===== src/design/tvi_pkg.sv =====
// Shared types and constants of the trilinear volume interpolator.
// Used by tvi_coord, tvi_blend, the top level and the testbench; depends on nothing.
`default_nettype none
package tvi_pkg;

    localparam logic CMD_WRITE = 1'b0;
    localparam logic CMD_QUERY = 1'b1;

    typedef enum logic [2:0] {
        CFG_ORIGIN_X = 3'd0,
        CFG_ORIGIN_Y = 3'd1,
        CFG_ORIGIN_Z = 3'd2,
        CFG_INV_X    = 3'd3,
        CFG_INV_Y    = 3'd4,
        CFG_INV_Z    = 3'd5
    } t_cfg_idx;

    localparam logic [31:0] ONE_Q16 = 32'h0001_0000;

    typedef struct packed {
        logic        cmd;
        logic [3:0]  ix;
        logic [3:0]  iy;
        logic [3:0]  iz;
        logic [31:0] value;
    } t_wr_item;

    typedef struct packed {
        logic s1;
        logic s2;
        logic s3;
    } t_coord_en;

    typedef struct packed {
        logic x_mul;
        logic y_mul;
        logic y_sum;
        logic z_mul;
        logic z_sum;
    } t_blend_en;

endpackage
`default_nettype wire


===== src/design/tvi_coord.sv =====
// Three-stage axis mapper: offset, scale by inverse spacing, clamp into cell and weight.
// Depends on tvi_pkg.
`default_nettype none
module tvi_coord #(
    parameter int POINTS = 16,
    parameter int CW     = 4
) (
    input  wire logic                 i_clk,
    input  wire tvi_pkg::t_coord_en   i_en,
    input  wire logic signed [31:0]   i_pos,
    input  wire logic signed [31:0]   i_org,
    input  wire logic        [31:0]   i_inv,
    output logic             [CW-1:0] o_cell,
    output logic             [16:0]   o_weight
);

    localparam logic [47:0]   MAXC = 48'(POINTS - 1) << 16;
    localparam logic [CW-1:0] LAST = CW'(POINTS - 2);

    logic signed [32:0] r_d;
    logic               r_pos;
    logic        [63:0] r_prod;
    logic      [CW-1:0] r_cell;
    logic        [16:0] r_w;
    logic        [47:0] n_c;
    logic      [CW-1:0] n_hi;
    logic               n_lim;

    always_comb begin
        n_c = r_prod[63:16];
        if (!r_pos) begin
            n_c = '0;
        end else if (n_c > MAXC) begin
            n_c = MAXC;
        end
        n_hi  = n_c[16 +: CW];
        n_lim = n_hi > LAST;
    end

    always_ff @(posedge i_clk) begin
        if (i_en.s1) begin
            r_d <= $signed({i_pos[31], i_pos}) - $signed({i_org[31], i_org});
        end
        if (i_en.s2) begin
            r_pos  <= !r_d[32] && (r_d != '0);
            r_prod <= r_d[31:0] * i_inv;
        end
        if (i_en.s3) begin
            r_cell <= n_lim ? LAST : n_hi;
            r_w    <= n_lim ? 17'h1_0000 : {1'b0, n_c[15:0]};
        end
    end

    assign o_cell   = r_cell;
    assign o_weight = r_w;

endmodule
`default_nettype wire


===== config.mk =====
export PLATFORM = sky130hd
export DESIGN_NAME = tvi_coord
export DESIGN_NICKNAME = d
export VERILOG_FILES = /design/src/design/tvi_pkg.sv /design/src/design/tvi_coord.sv
export SDC_FILE = /design/constraint.sdc
export NUM_CORES = 2
export LEC_CHECK = 0
export BUFFER_PORTS_ARGS = -buffer_cell sky130_fd_sc_hd__buf_2
export CAP_MARGIN = 20
export CORE_MARGIN = 1
export CORE_UTILIZATION = 30
export CTS_CLUSTER_SIZE = 16
export DETAILED_ROUTE_END_ITERATION = 8
export MAX_ROUTING_LAYER = met4
export SYNTH_ARGS = -nofsm -noshare
export SYNTH_HDL_FRONTEND = slang
export SYNTH_SLANG_ARGS = --single-unit

===== constraint.sdc =====
create_clock -name i_clk -period 11.5 [get_ports i_clk]
set_clock_uncertainty 0.05 [all_clocks]
set_input_delay 2.875 -clock i_clk [delete_from_list [all_inputs] [get_ports i_clk]]
set_output_delay 2.875 -clock i_clk [all_outputs]
set_load 0.05 [all_outputs]

==> metrics.yaml <==
clock_tree:
  numCtsBuffers: 9
  cts_sinks: 103
  root_buffer: "clkbuf_16"
  cts_setup_buffers: 0
  cts_resized: 0
  cts_max_level: 3
  clk_pin_slew_worst_paths_ns: 0.10
  cts_tree: "built"
  clk_latency_ns: 0.42
  hold_buffers: 0
  clock_tree.buffer_depth: 2
final_layout:
  drive_gt1_share_pct: 5.334
  final_common_cell: "inv_1"
  layout_common_cells: "inv_1 (949), fa_1 (896), and2_1 (611)"
  area_growth_syn_to_layout_pct: 7.125
  fin_cells: 5654
  final_nets: 5295
  fillers: 12890
  postLayoutCellArea_mm2: 0.04047
logic_synthesis:
  ys_ff_latch: 103
  synthesis.nets: 5303
  yosys-mux-area-fraction_pct: 0
  syn_avg_cell_area_um2: 9.409
  synth_cell_types: 60
  synth_top_flop_cell: "edfxtp_1"
  syn_area_mm2: 0.03778
  synth-xor-area-share_pct: 1.878
  synth_compound_area_share_pct: 4.160
  synth_edf_count: 103
  async_reset_ff_share_pct: 0
  synth_top_family_by_area: "adder cells"
  synth-simple-area-share_pct: 17.20
  yosysWarnings: 0
  synth_fa_ha_area_share_pct: 57.15
  ys_seq_area_share_pct: 8.188
  netlist_instances: 4015
worst_setup_path:
  crit_path_start_kind: "input pin"
  critPathCaptureType: "register"
  crit_arrival_ns: 10.79
  crit_fanout: 32
  slowest_delay_ns: 0.66
  crit_family: "adder cells"
  crit_top_cell: "fa_1"
  crit_type: "input pin to register"
  crit_required_ns: 11.61
  critPathSlowestCell: "buf_2"
  r2r_setup_slack_ns: 2.69
  critPathBufInv: 6
  r2r_start: "r_d[7]"
  reg2reg_to: "r_prod[53]"
  reg2reg_depth: 26
routing:
  detail_route.wl_per_cell_um: 18.63
  wl_um: 105300
  via_per_inst: 4.709
  ant_nets: 0
  firstDrtPassIters: 7
  drc: 0
  vias: 26620
  initialDrtViolationCount: 1359
placement:
  post-dp-hpwl_um: 80510
  dp_cells: 5633
  placed_area_mm2: 0.04016
  io_buffers: 120
  gp_congestion: 0.8771
floorplanning:
  die_w_um: 356.9
  fp-row-count: 129
  dieHeight_um: 356.9
  io_pins: 121
  die_area_mm2: 0.1273
  initial_core_util_pct: 30.40
  core_area_mm2: 0.1243
timing:
  worst_pin_slew_ns: 1.227
  hold_violations: 0
  fin_tns_setup_ns: 0
  max_clock_freq_ghz: 0.09360
  period_share_pct: 92.90
  rsz0062_at_grt: "no"
  maxSlewHeadroom_pct: 18.19
  finalSetupViolations: 0
  layout_min_cycle_time_ns: 10.68
  slew_violations: 0
grt:
  grt_max_degree: 50
  track_usage_pct: 17.60
  grt-ovfl-total: 0
  grt_first_pass_wirelength_um: 167200
  antenna_found_initial: 5
  grt_pass1_vias: 29210
status:
  status: "finished clean"
hold_path:
  hold_path_end: "o_weight[9]"
  hold_class: "register to register"
  hold_start: "r_prod[25]"
  hold_depth: 1
run:
  maxCapViolations: 0
## worst max path at each step
stage          startpoint    endpoint  slack (ns)  cells after the start
6_report        i_inv[10]  r_prod[53]        0.82                     26
3_5_place_dp    i_inv[10]  r_prod[53]        0.43                     26
5_1_grt          i_inv[8]  r_prod[55]        0.51                     25
3_3_place_gp     i_inv[9]  r_prod[53]        0.47                     26
2_1_floorplan    i_inv[8]  r_prod[57]        1.75                     24
4_1_cts          i_inv[9]  r_prod[53]        0.84                     26
## registers in the layout, summed over array words and instances (netlist names)
signal	flops
o_weight	17
r_pos	1
r_d	33
r_prod	48
o_cell	4
## synth_stat cells, types with 9 or more instances
| cell | count | area (um^2) |
|---|---|---|
| o21ai_0 | 39 | 195.2 |
| nor4_1 | 16 | 100.1 |
| fa_1 | 896 | 17940 |
| nand4_1 | 20 | 125.1 |
| clkbuf_1 | 199 | 747.0 |
| and2_1 | 611 | 3822 |
| xor2_1 | 24 | 210.2 |
| edfxtp_1 | 103 | 3093 |
| inv_1 | 949 | 3562 |
| xnor2_1 | 57 | 499.2 |
| a21oi_1 | 80 | 400.4 |
| nor2b_1 | 10 | 62.56 |
| nand2_1 | 478 | 1794 |
| nor3_1 | 9 | 45.04 |
| nand3_1 | 18 | 90.09 |
| a21o_1 | 43 | 322.8 |
| o21a_1 | 12 | 90.09 |
| o21bai_1 | 12 | 90.09 |
| ha_1 | 292 | 3654 |
| nor2_1 | 56 | 210.2 |
## per-layer routing
metal | track usage, % | up-vias | wire length (um)
met4 | 4.778 | 0 | 2936
met1 | 21.29 | 14040 | 42870
li1 | - | 11760 | -
met2 | 30.71 | 679 | 54260
met3 | 2.240 | 143 | 5269
met5 | - | - | 0
## cell families (layout without fill, tap and decap cells)
logic type               Yosys count  in the layout
XOR/XNOR                          81             81
flip-flops                       103            103
AND/OR/NAND/NOR                 1252           1252
adder cells (fa/ha/maj)         1188           1188
buffers and inverters           1149           1146
other                              0              5
AO/OA/AOI/OAI                    242            242
## area by class of cell
class / instances / area [um^2] / area share (%)
inverter: 949 / 3562 / 8.803
antenna: 5 / 12.51 / 0.03092
timing repair buffer: 181 / 1084 / 2.678
tap: 1637 / 2048 / 5.061
sequential: 103 / 3093 / 7.643
clock buffer: 9 / 225.2 / 0.5565
clock inverter: 7 / 65.06 / 0.1608
multi-input combinational: 2763 / 30380 / 75.07
## metrics by stage
step	util [%]	setup slack, ns	hold WS [ns]
floorplan	-	1.747	0.4467
global placement	32.32	0.4703	0.4501
detailed placement	32.32	0.4331	0.4542
CTS	32.55	0.8438	0.4764
global route	32.56	0.5084	0.4886
finish	32.56	0.8163	0.4762
Power is not shown: default switching activity piles up to over one toggle a cycle in this logic, so the estimate is an artifact.
